<file path="src/hw/rtl/flc_pkg.sv">
package flc_pkg;

   // default depth of the impulse response
   localparam int MAX_TAPS_DEF = 32;

   // field widths
   localparam int DATA_W      = 16;
   localparam int PROD_W      = 32;
   localparam int ACC_W       = 37;
   localparam int TAP_COUNT_W = 6;
   localparam int TAP_INDEX_W = 5;

   localparam logic [TAP_COUNT_W-1:0] TAP_COUNT_RST = 6'd32;

   // request kinds
   typedef enum logic {
      KIND_TAP    = 1'b0,
      KIND_SAMPLE = 1'b1
   } kind_type;

   // sequencer states
   typedef enum logic [1:0] {
      S_IDLE,
      S_ISSUE,
      S_DRAIN,
      S_EMIT
   } state_type;

   // sequencer controls to the datapath
   typedef struct packed {
      logic shift_en;
      logic shift_zero;
      logic win_clear;
      logic issue;
      logic acc_clr;
      logic out_load;
      logic out_last;
   } ctrl_type;

endpackage

</file>
<file path="src/hw/rtl/flc_if.sv">
interface flc_req_if;
   logic                                valid;
   logic                                ready;
   logic                                kind;
   logic [flc_pkg::TAP_INDEX_W-1:0]     tap_index;
   logic signed [flc_pkg::DATA_W-1:0]   tap_value;
   logic signed [flc_pkg::DATA_W-1:0]   sample_value;
   logic                                last_sample;

   modport source (output valid, kind, tap_index, tap_value, sample_value, last_sample,
                   input ready);
   modport sink (input valid, kind, tap_index, tap_value, sample_value, last_sample,
                 output ready);
endinterface

interface flc_rsp_if;
   logic                               valid;
   logic                               ready;
   logic signed [flc_pkg::ACC_W-1:0]   output_value;
   logic                               last_output;

   modport source (output valid, output_value, last_output, input ready);
   modport sink (input valid, output_value, last_output, output ready);
endinterface

</file>
<file path="src/hw/rtl/flc_tap_store.sv">
module flc_tap_store #(
   parameter int MAX_TAPS = flc_pkg::MAX_TAPS_DEF,
   parameter int IDX_W    = $clog2(MAX_TAPS)
) (
   input  logic                              clock,
   input  logic                              reset,
   input  logic                              wr_en,
   input  logic [IDX_W-1:0]                  wr_idx,
   input  logic signed [flc_pkg::DATA_W-1:0] wr_data,
   input  logic                              rd_en,
   input  logic [IDX_W-1:0]                  rd_idx,
   output logic signed [flc_pkg::DATA_W-1:0] rd_data
);

   logic signed [flc_pkg::DATA_W-1:0] mem_ff [MAX_TAPS];
   logic [MAX_TAPS-1:0]               vld_ff;
   logic signed [flc_pkg::DATA_W-1:0] rd_data_ff;

   // mark written entries; unwritten ones read as zero
   always_ff @(posedge clock) begin
      if (reset) begin
         vld_ff <= '0;
      end else if (wr_en) begin
         vld_ff[wr_idx] <= 1'b1;
      end
   end

   // write coefficient
   always_ff @(posedge clock) begin
      if (wr_en) begin
         mem_ff[wr_idx] <= wr_data;
      end
   end

   // registered read
   always_ff @(posedge clock) begin
      if (rd_en) begin
         rd_data_ff <= vld_ff[rd_idx] ? mem_ff[rd_idx] : '0;
      end
   end

   assign rd_data = rd_data_ff;

endmodule

</file>
<file path="src/hw/rtl/flc_window.sv">
module flc_window #(
   parameter int MAX_TAPS = flc_pkg::MAX_TAPS_DEF,
   parameter int IDX_W    = $clog2(MAX_TAPS)
) (
   input  logic                              clock,
   input  logic                              reset,
   input  flc_pkg::ctrl_type                 ctrl,
   input  logic signed [flc_pkg::DATA_W-1:0] sample_in,
   input  logic [IDX_W-1:0]                  rd_idx,
   output logic signed [flc_pkg::DATA_W-1:0] rd_data
);

   // win_ff[0] is the newest sample, win_ff[k] the sample k steps back
   logic signed [flc_pkg::DATA_W-1:0] win_ff [MAX_TAPS];
   logic signed [flc_pkg::DATA_W-1:0] rd_data_ff;

   // shift in a sample or a flush zero, clear at end of signal
   always_ff @(posedge clock) begin
      if (reset || ctrl.win_clear) begin
         for (int k = 0; k < MAX_TAPS; k++) begin
            win_ff[k] <= '0;
         end
      end else if (ctrl.shift_en) begin
         win_ff[0] <= ctrl.shift_zero ? '0 : sample_in;
         for (int k = 1; k < MAX_TAPS; k++) begin
            win_ff[k] <= win_ff[k-1];
         end
      end
   end

   // registered read of one tap position
   always_ff @(posedge clock) begin
      if (ctrl.issue) begin
         rd_data_ff <= win_ff[rd_idx];
      end
   end

   assign rd_data = rd_data_ff;

endmodule

</file>
<file path="src/hw/rtl/flc_mac.sv">
module flc_mac (
   input  logic                              clock,
   input  logic                              reset,
   input  flc_pkg::ctrl_type                 ctrl,
   input  logic signed [flc_pkg::DATA_W-1:0] tap_rd,
   input  logic signed [flc_pkg::DATA_W-1:0] win_rd,
   output logic signed [flc_pkg::ACC_W-1:0]  acc,
   output logic                              busy
);

   logic                              op_vld_ff;
   logic                              prod_vld_ff;
   logic signed [flc_pkg::PROD_W-1:0] prod_ff;
   logic signed [flc_pkg::PROD_W-1:0] prod_in;
   logic signed [flc_pkg::ACC_W-1:0]  acc_ff;
   logic signed [flc_pkg::ACC_W-1:0]  acc_in;

   // track operands and products in flight
   always_ff @(posedge clock) begin
      if (reset) begin
         op_vld_ff   <= 1'b0;
         prod_vld_ff <= 1'b0;
      end else begin
         op_vld_ff   <= ctrl.issue;
         prod_vld_ff <= op_vld_ff;
      end
   end

   // multiply stage
   assign prod_in = tap_rd * win_rd;

   always_ff @(posedge clock) begin
      if (op_vld_ff) begin
         prod_ff <= prod_in;
      end
   end

   // accumulate stage, wraps at the accumulator width
   always_comb begin
      acc_in = acc_ff;
      if (ctrl.acc_clr) begin
         acc_in = '0;
      end else if (prod_vld_ff) begin
         acc_in = acc_ff + flc_pkg::ACC_W'(prod_ff);
      end
   end

   always_ff @(posedge clock) begin
      if (reset) begin
         acc_ff <= '0;
      end else begin
         acc_ff <= acc_in;
      end
   end

   assign acc  = acc_ff;
   assign busy = op_vld_ff | prod_vld_ff;

endmodule

</file>
<file path="src/hw/rtl/flc_seq.sv">
module flc_seq #(
   parameter int MAX_TAPS = flc_pkg::MAX_TAPS_DEF,
   parameter int IDX_W    = $clog2(MAX_TAPS),
   parameter int CNT_W    = $clog2(MAX_TAPS + 1)
) (
   input  logic              clock,
   input  logic              reset,
   input  logic              req_valid,
   input  logic              req_kind,
   input  logic              req_last,
   input  logic [CNT_W-1:0]  taps,
   input  logic              out_free,
   input  logic              mac_busy,
   output logic              req_ready,
   output flc_pkg::ctrl_type ctrl,
   output logic [IDX_W-1:0]  rd_idx
);

   flc_pkg::state_type state_ff, state_in;
   logic [CNT_W-1:0]   j_ff, j_in;
   logic [CNT_W-1:0]   taps_ff, taps_in;
   logic [CNT_W-1:0]   tail_ff, tail_in;
   logic               last_ff, last_in;
   logic               accept_sample;
   logic               issue_done;
   logic               restart;

   assign accept_sample = (state_ff == flc_pkg::S_IDLE) && req_valid &&
                          (req_kind == flc_pkg::KIND_SAMPLE);
   assign issue_done    = (j_ff == taps_ff - CNT_W'(1));
   assign restart       = (state_ff == flc_pkg::S_EMIT) && out_free && (tail_ff != '0);

   // next state
   always_comb begin
      state_in = state_ff;
      case (state_ff)
         flc_pkg::S_IDLE: begin
            if (accept_sample) begin
               state_in = flc_pkg::S_ISSUE;
            end
         end
         flc_pkg::S_ISSUE: begin
            if (issue_done) begin
               state_in = flc_pkg::S_DRAIN;
            end
         end
         flc_pkg::S_DRAIN: begin
            if (!mac_busy) begin
               state_in = flc_pkg::S_EMIT;
            end
         end
         flc_pkg::S_EMIT: begin
            if (out_free) begin
               state_in = (tail_ff != '0) ? flc_pkg::S_ISSUE : flc_pkg::S_IDLE;
            end
         end
         default: begin
            state_in = flc_pkg::S_IDLE;
         end
      endcase
   end

   // datapath controls
   always_comb begin
      req_ready       = (state_ff == flc_pkg::S_IDLE);
      ctrl            = '0;
      ctrl.shift_en   = accept_sample || restart;
      ctrl.shift_zero = (state_ff == flc_pkg::S_EMIT);
      ctrl.acc_clr    = accept_sample || restart;
      ctrl.issue      = (state_ff == flc_pkg::S_ISSUE);
      ctrl.out_load   = (state_ff == flc_pkg::S_EMIT) && out_free;
      ctrl.out_last   = last_ff && (tail_ff == '0);
      ctrl.win_clear  = ctrl.out_load && ctrl.out_last;
   end

   assign rd_idx = j_ff[IDX_W-1:0];

   // tap counter, tail counter and signal end flag
   always_comb begin
      j_in    = j_ff;
      taps_in = taps_ff;
      tail_in = tail_ff;
      last_in = last_ff;
      if (accept_sample) begin
         j_in    = '0;
         taps_in = taps;
         tail_in = req_last ? taps - CNT_W'(1) : '0;
         last_in = req_last;
      end else if (restart) begin
         j_in    = '0;
         tail_in = tail_ff - CNT_W'(1);
      end else if (state_ff == flc_pkg::S_ISSUE) begin
         j_in = j_ff + CNT_W'(1);
      end
   end

   always_ff @(posedge clock) begin
      if (reset) begin
         state_ff <= flc_pkg::S_IDLE;
         j_ff     <= '0;
         taps_ff  <= CNT_W'(1);
         tail_ff  <= '0;
         last_ff  <= 1'b0;
      end else begin
         state_ff <= state_in;
         j_ff     <= j_in;
         taps_ff  <= taps_in;
         tail_ff  <= tail_in;
         last_ff  <= last_in;
      end
   end

   // results leave only once the multiply-accumulate pipeline is empty
   assert property (@(posedge clock) disable iff (reset) ctrl.out_load |-> !mac_busy)
      else $error("output loaded while products are still in flight");

   // the window never moves under a running sum
   assert property (@(posedge clock) disable iff (reset) ctrl.shift_en |-> !mac_busy)
      else $error("window shifted during accumulation");

   // tap reads stay within the taps in use
   assert property (@(posedge clock) disable iff (reset)
                    (state_ff == flc_pkg::S_ISSUE) |-> (j_ff < taps_ff))
      else $error("tap index beyond taps in use");

   // after a result, either the next tail sum starts or the block goes idle
   assert property (@(posedge clock) disable iff (reset)
                    ctrl.out_load |=> (state_ff == flc_pkg::S_IDLE ||
                                       state_ff == flc_pkg::S_ISSUE))
      else $error("unexpected state after result");

endmodule

</file>
<file path="src/hw/rtl/full_linear_convolution_core.sv">
// One shared 16x16 multiply-accumulate takes one tap per cycle while a sum is issued.
// A sample request holds the input until its result, and after the last sample every
// tail output, is loaded into the output register; tap loads are taken only while idle,
// even while a result waits.
// Reset (synchronous, active high) makes the coefficients read as zero, zeroes the delay
// line and sets the tap count to 32.
module full_linear_convolution_core #(
   parameter int MAX_TAPS = flc_pkg::MAX_TAPS_DEF
) (
   input  logic                                 clock,
   input  logic                                 reset,
   flc_req_if.sink                              req,
   flc_rsp_if.source                            rsp,
   input  logic                                 csr_we,
   input  logic [flc_pkg::TAP_COUNT_W-1:0]      csr_wdata
);

   localparam int IDX_W = $clog2(MAX_TAPS);
   localparam int CNT_W = $clog2(MAX_TAPS + 1);

   logic [flc_pkg::TAP_COUNT_W-1:0]   tap_count_ff;
   logic [CNT_W-1:0]                  taps_use;
   logic                              tap_wr;
   logic [IDX_W-1:0]                  rd_idx;
   logic signed [flc_pkg::DATA_W-1:0] tap_rd;
   logic signed [flc_pkg::DATA_W-1:0] win_rd;
   logic signed [flc_pkg::ACC_W-1:0]  acc;
   logic                              mac_busy;
   logic                              out_free;
   flc_pkg::ctrl_type                 ctrl;
   logic                              rsp_valid_ff, rsp_valid_in;
   logic signed [flc_pkg::ACC_W-1:0]  rsp_value_ff;
   logic                              rsp_last_ff;

   // tap count register
   always_ff @(posedge clock) begin
      if (reset) begin
         tap_count_ff <= flc_pkg::TAP_COUNT_RST;
      end else if (csr_we) begin
         tap_count_ff <= csr_wdata;
      end
   end

   // clamp the tap count to 1..MAX_TAPS
   always_comb begin
      if (tap_count_ff == '0) begin
         taps_use = CNT_W'(1);
      end else if (int'(tap_count_ff) > MAX_TAPS) begin
         taps_use = CNT_W'(MAX_TAPS);
      end else begin
         taps_use = CNT_W'(tap_count_ff);
      end
   end

   // coefficient load; drop indexes beyond the store
   assign tap_wr = req.valid && req.ready && (req.kind == flc_pkg::KIND_TAP) &&
                   (int'(req.tap_index) < MAX_TAPS);

   flc_seq #(
      .MAX_TAPS (MAX_TAPS),
      .IDX_W    (IDX_W),
      .CNT_W    (CNT_W)
   ) u_seq (
      .clock     (clock),
      .reset     (reset),
      .req_valid (req.valid),
      .req_kind  (req.kind),
      .req_last  (req.last_sample),
      .taps      (taps_use),
      .out_free  (out_free),
      .mac_busy  (mac_busy),
      .req_ready (req.ready),
      .ctrl      (ctrl),
      .rd_idx    (rd_idx)
   );

   flc_tap_store #(
      .MAX_TAPS (MAX_TAPS),
      .IDX_W    (IDX_W)
   ) u_tap_store (
      .clock   (clock),
      .reset   (reset),
      .wr_en   (tap_wr),
      .wr_idx  (IDX_W'(req.tap_index)),
      .wr_data (req.tap_value),
      .rd_en   (ctrl.issue),
      .rd_idx  (rd_idx),
      .rd_data (tap_rd)
   );

   flc_window #(
      .MAX_TAPS (MAX_TAPS),
      .IDX_W    (IDX_W)
   ) u_window (
      .clock     (clock),
      .reset     (reset),
      .ctrl      (ctrl),
      .sample_in (req.sample_value),
      .rd_idx    (rd_idx),
      .rd_data   (win_rd)
   );

   flc_mac u_mac (
      .clock  (clock),
      .reset  (reset),
      .ctrl   (ctrl),
      .tap_rd (tap_rd),
      .win_rd (win_rd),
      .acc    (acc),
      .busy   (mac_busy)
   );

   // output register: load a finished sum, hold until taken
   assign out_free = !rsp_valid_ff || rsp.ready;

   always_comb begin
      rsp_valid_in = rsp_valid_ff;
      if (ctrl.out_load) begin
         rsp_valid_in = 1'b1;
      end else if (rsp.ready) begin
         rsp_valid_in = 1'b0;
      end
   end

   always_ff @(posedge clock) begin
      if (reset) begin
         rsp_valid_ff <= 1'b0;
      end else begin
         rsp_valid_ff <= rsp_valid_in;
      end
   end

   always_ff @(posedge clock) begin
      if (ctrl.out_load) begin
         rsp_value_ff <= acc;
         rsp_last_ff  <= ctrl.out_last;
      end
   end

   assign rsp.valid        = rsp_valid_ff;
   assign rsp.output_value = rsp_value_ff;
   assign rsp.last_output  = rsp_last_ff;

endmodule
</file>
<file path="src/flat_wrapper.sv">
// flat-port wrapper written by rule: the top's interface ports become plain ports
module full_linear_convolution_core_flat 
#(
   parameter int MAX_TAPS = flc_pkg::MAX_TAPS_DEF
)
  (clock, reset, csr_we, csr_wdata, req_valid, req_kind, req_tap_index, req_tap_value, req_sample_value, req_last_sample, req_ready, rsp_valid, rsp_output_value, rsp_last_output, rsp_ready);
  flc_req_if req_i ();
  flc_rsp_if rsp_i ();
  input  logic clock;
  input  logic reset;
  input  logic csr_we;
  input  logic [flc_pkg::TAP_COUNT_W-1:0] csr_wdata;
  input wire logic [$bits(req_i.valid)-1:0] req_valid;
  input wire logic [$bits(req_i.kind)-1:0] req_kind;
  input wire logic [$bits(req_i.tap_index)-1:0] req_tap_index;
  input wire logic [$bits(req_i.tap_value)-1:0] req_tap_value;
  input wire logic [$bits(req_i.sample_value)-1:0] req_sample_value;
  input wire logic [$bits(req_i.last_sample)-1:0] req_last_sample;
  output wire logic [$bits(req_i.ready)-1:0] req_ready;
  output wire logic [$bits(rsp_i.valid)-1:0] rsp_valid;
  output wire logic [$bits(rsp_i.output_value)-1:0] rsp_output_value;
  output wire logic [$bits(rsp_i.last_output)-1:0] rsp_last_output;
  input wire logic [$bits(rsp_i.ready)-1:0] rsp_ready;
  assign req_i.valid = req_valid;
  assign req_i.kind = req_kind;
  assign req_i.tap_index = req_tap_index;
  assign req_i.tap_value = req_tap_value;
  assign req_i.sample_value = req_sample_value;
  assign req_i.last_sample = req_last_sample;
  assign req_ready = req_i.ready;
  assign rsp_valid = rsp_i.valid;
  assign rsp_output_value = rsp_i.output_value;
  assign rsp_last_output = rsp_i.last_output;
  assign rsp_i.ready = rsp_ready;
  full_linear_convolution_core #(.MAX_TAPS(MAX_TAPS)) u_core (.clock(clock), .reset(reset), .req(req_i), .rsp(rsp_i), .csr_we(csr_we), .csr_wdata(csr_wdata));
endmodule
</file>
<file path="config.mk">
export PLATFORM = sky130hd
export DESIGN_NAME = full_linear_convolution_core_flat
export DESIGN_NICKNAME = d
export VERILOG_FILES = /design/src/hw/rtl/flc_pkg.sv /design/src/hw/rtl/flc_if.sv /design/src/hw/rtl/flc_tap_store.sv /design/src/hw/rtl/flc_window.sv /design/src/hw/rtl/flc_mac.sv /design/src/hw/rtl/flc_seq.sv /design/src/hw/rtl/full_linear_convolution_core.sv /design/src/flat_wrapper.sv
export SDC_FILE = /design/constraint.sdc
export NUM_CORES = 2
export LEC_CHECK = 0
export BUFFER_PORTS_ARGS = -buffer_cell sky130_fd_sc_hd__buf_2
export CAP_MARGIN = 25
export CORE_ASPECT_RATIO = 0.8
export CORE_MARGIN = 8
export CORE_UTILIZATION = 38
export DETAILED_ROUTE_END_ITERATION = 16
export GPL_ROUTABILITY_DRIVEN = 0
export SLEW_MARGIN = 20
export SYNTH_ARGS = -nofsm -noshare
export SYNTH_HDL_FRONTEND = slang
export SYNTH_SLANG_ARGS = --single-unit
</file>
<file path="constraint.sdc">
create_clock -name clock -period 30.4 [get_ports clock]
set_clock_uncertainty 0.05 [all_clocks]
set_input_delay 6.08 -clock clock [delete_from_list [all_inputs] [get_ports clock]]
set_output_delay 6.08 -clock clock [all_outputs]
set_load 0.01 [all_outputs]
</file>
Word-level counts from Yosys, hierarchy flattened
Memory sizes are Yosys's and may differ from the RTL's. A register that Yosys moved wholly into a read port is not among the register bits.
Index checks and enable logic that the tools add are counted.
{ "classes": {"n_addsub": 5, "n_bitwise": 35, "multipliers": 1, "n_reduce_logical": 22, "n_eq_ne": 8, "n_mux": 57, "shifts": 0, "div": 0, "n_lt_le_gt_ge": 4} }
{ "ops": {"columns": ["op", "n"], "rows": [
  ["two-way mux 16 bit", 33],
  ["adder 37 x 32 -> 37 bit", 1],
  ["OR 1 bit", 33],
  ["multiplier 16 x 16 -> 32 bit", 1],
  ["OR 32 bit", 1],
  ["two-way mux 6 bit", 5],
  ["subtractor 6 x 1 -> 6 bit (second input constant)", 3],
  ["zero test 6 bit", 2],
  ["less-than comparator 5 x 6 -> 1 bit (second input constant)", 2],
  ["two-way mux 1 bit", 12],
  ["logical AND 1 bit", 8],
  ["two-way mux 2 bit", 4],
  ["case mux 2 bit (4 select lines)", 1],
  ["adder 6 x 1 -> 6 bit (second input constant)", 1],
  ["equality test 6 bit", 1],
  ["greater-than comparator 6 bit (second input constant)", 1],
  ["nonzero test 6 bit", 1],
  ["binary-select mux 1 bit (select 5 bit)", 1],
  ["demux 1 bit (select 5 bit)", 1],
  ["greater-or-equal comparator 5 x 1 -> 1 bit (second input constant)", 1],
  ["equality test 2 bit (second input constant)", 2],
  ["!= test 2 x 1 -> 1 bit (second input constant)", 2],
  ["!= test 2 bit (second input constant)", 2],
  ["AND reduction 4 bit", 1],
  ["8 further kinds", 12]
]} }
{ "word_totals": {"word_cells": 148, "memories": 2, "ram_bits": 1024, "latch_bits": 0, "mem_bits_ro": 0, "inputBits": 50, "output_inout_bits": 40, "ff_bits": 169} }
{ "memory_table": {"columns": ["memory", "words", "word_bits", "read_ports", "rd_ports_with_merged_regs", "write_ports", "line_no", "source"], "rows": [
  ["u_core.u_tap_store.mem_ff", 32, 16, 1, 1, 1, "flc_tap_store.sv:15", "logic signed [flc_pkg::DATA_W-1:0] mem_ff [MAX_TAPS];"],
  ["u_core.u_window.win_ff", 32, 16, 32, 1, 32, "flc_window.sv:14", "logic signed [flc_pkg::DATA_W-1:0] win_ff [MAX_TAPS];"]
]} }

Depth between registers and ports, before layout
{ "depth": {"ltp_word": 9, "mapped_depth": 24, "ltp_nobuf": 23} }

Cells and area by module
Synthesis repeated with hierarchy kept, for this count alone.
{ "unflattened": {"hier_cells": 4582, "area_unflattened_um2": 62473.7} }
{ "modules_own_cells": {"columns": ["mod", "area_per_inst_um2", "seq_area_each_um2", "cells_each", "n_inst"], "rows": [
  ["flc_window", 24024.3, 15855.2, 1699, 1],
  ["flc_tap_store", 21648.3, 16495.8, 1114, 1],
  ["flc_mac", 14039.7, 1741.7, 1531, 1],
  ["full_linear_convolution_core", 1437.6, 1281.2, 71, 1],
  ["flc_seq", 1323.8, 420.4, 167, 1]
]} }

Worst setup path after synthesis
OpenSTA, ideal clock, no wires.
{ "synth_timing": {"path_kind": "input -> register", "from": "input port rsp_ready", "to": "memory u_core.u_window.win_ff[0][0] in the netlist's numbering (enable)", "slack_ns": 9.836, "required_time_ns": 29.379, "path_buffers": 0, "setup_time_ns": 0.971, "stages": 5, "t_arrival_ns": 19.544, "cell_sequence": "nand2b_1 -> nand2_1 -> inv_1 -> and3_1 -> nand2b_1"} }
{ "synth_lines": {"columns": ["item", "line_no", "source"], "rows": [
  ["start, declared", "flat_wrapper.sv:23", "input wire logic [$bits(rsp_i.ready)-1:0] rsp_ready;"],
  ["end, declared", "flc_window.sv:14", null]
]} }

==> results.cfg <==
[global_route]
grt.met3_usage_pct = 3.74
grt.busiest_layer = met1
grt_usage_pct = 14.9
grt-ovfl-total = 0
grt_pass1_wl_um = 205000
antenna_found_initial = 10
grt_use_met2_pct = 21.4
grt_max_degree = 323
grt_pass1_vias = 33800
met1_usage_pct = 22.7

[clock_tree]
clk_latency_ns = 0.77
cts_num_sinks = 1225
clockRootBuffer = clkbuf_16
clkTransAtPathRegs_ns = 0.06
cts_resized = 0
numCtsBuffers = 130
holdBufCountCts = 0
cts_tree = done
cts_buffer_depth = 3
post_cts_buffers = 0
htree_levels = 4

[min_path]
min_path_type = flip-flop to flip-flop
hold_start = u_core.u_mac.acc[36]

[routing]
wl_per_cell_um = 20.9
first_pass_iters = 6
via_per_inst = 5.22
postRouteAntennaNets = 0
drt_iter0_markers = 3091
drc = 0
totalWireLength_um = 131000
via_count = 32700

[yosys]
synthFlopType = edfxtp_1
seq_area_frac_synth_pct = 58.7
syn_nets = 4402
synth_top_area_cell = edfxtp_1
syn-cell-area_um2 = 60900
synthTopCellsByCount = edfxtp_1, and2_1, mux4_2
yosys_warnings = 0
ys_top_cells_by_area = edfxtp_1, mux4_2, fa_1
synth-async-reset-ratio_pct = 0
ys_types = 59
yosysTopAreaCellShare_pct = 55.5
yosysMostFrequentCell = edfxtp_1
syn_inst = 3963
syn_area_per_cell_um2 = 15.4
synth-edff-count = 1126
ys_seq_elements = 1225

[placement]
port_buffers = 89
hpwl_um = 80700

[sta]
period_needed_ns = 10.60
finalMaxSlewViolations = 0
tightest_slew_ns = 1.36
rsz0062_at_grt = false
period_share_pct = 34.9
max_freq_ghz = 0.0944
fin_setup_tns_ns = 0
report.final.setup_viol = 0
hold_viol_final = 0
slew_headroom_pct = 9.42

[critical_path]
worstReg2RegStart = u_core.u_tap_store.rd_data[7]
arrival_ns = 10.92
worst-path-max-fanout = 187
startpoint = rsp_ready
cp-end-kind = flip-flop
crit_path_start_kind = input pin
cp_data_required_time_ns = 30.72
path_class = input pin to flip-flop

[floorplan]
die_height_um = 374
io_pins = 90
core_area_um2 = 159000
die-area_um2 = 174000
initial_core_util_pct = 38.2
die_w_um = 464
rows = 131

[run_status]
status = finished clean

[cells_and_area]
syn2layout_area_growth_pct = 12.1
multi_input_comb_area_um2 = 23200
num-fill-cells = 14100
seq_area_um2 = 35800
fin_nets = 4465
drive_above_1_share_pct = 18.0

[run]
maxCapViolations = 0
[registers in the layout (all words and copies together) (netlist names), 2 cells and up]
| register | count |
|---|---|
| u_core.u_seq.tail_ff | 6 |
| u_core.u_seq.taps_ff | 6 |
| u_core.u_window.win_ff | 512 |
| u_core.u_tap_store.vld_ff | 32 |
| u_core.u_mac.acc | 37 |
| u_core.u_window.rd_data | 16 |
| u_core.tap_count_ff | 6 |
| u_core.u_tap_store.mem_ff | 512 |
| u_core.u_tap_store.rd_data | 16 |
| u_core.rsp.output_value | 37 |
| u_core.u_mac.prod_ff | 32 |
| u_core.u_seq.state_ff | 2 |
| u_core.u_seq.j_ff | 6 |
[routing by layer]
layer  wire, um  vias up
met3       9250      193
met4       2370        8
met5         51        -
met1      63400    16900
li1           -    14700
met2      55800      912
[layout make-up]
class                      count  share of cell area (%)
inverter                     299                    1.64
clock buffer                 167                    5.10
clock inverter                73                    1.38
multi-input combinational   2217                    34.0
tap                         2128                    3.90
sequential                  1225                    52.4
timing repair buffer         153                    1.57
antenna                        5                  0.0183
[placed cells by master, fill, tap and decap left out, types with 89 or more instances in the layout]
cell       instances
clkbuf_16        133
dfxtp_1           93
ha_1             125
and3_1           283
inv_1            298
nand2_1          167
and2_1           366
fa_1             263
buf_2             89
nor2_1           198
edfxtp_1        1126
mux4_2           330
[worst max-delay path: stages]
cell      delay (ns)
buf_2           0.13
nand2b_1        0.12
nand2_1         0.13
inv_2           0.68
and3_1          0.35
nand2b_4        0.61
buf_4           0.60
buf_12          0.31
buf_12          0.75
buf_4           0.84
[kinds of logic after synthesis]
group | synth area share (%)
AO/OA/AOI/OAI | 2.32
XOR/XNOR | 1.08
adder cells (fa/ha/maj) | 11.2
buffers and inverters | 3.28
flip-flops | 58.7
multiplexers | 13.2
AND/OR/NAND/NOR | 10.1
[metrics by stage]
step                cell area, um2  hold WS [ns]  setup WS [ns]  utilization (%)  cells
floorplan                    60900         0.375           9.84                -   3963
detailed placement           63800         0.395          18.86             40.0   6016
global route                 68300         0.436          19.46             42.9   6264
finish                       68300         0.415          19.80             42.9   6267
CTS                          68200         0.414          19.66             42.8   6256
global placement             63800         0.393          18.89             40.0   6014
[worst paths after layout]
check                                        end  slack (ns)  depth (start not counted)
hold / removal       u_core.rsp.output_value[36]        0.42                          0
setup / recovery  u_core.u_window.win_ff[30][14]       19.80                         10
setup reg to reg        u_core.u_mac.prod_ff[31]       23.35                         23
hold reg to reg      u_core.rsp.output_value[36]        0.42                          0
Power is left out: the tool's default activity adds up to more than one toggle a clock period on the data nets, which glitch-free logic cannot reach.
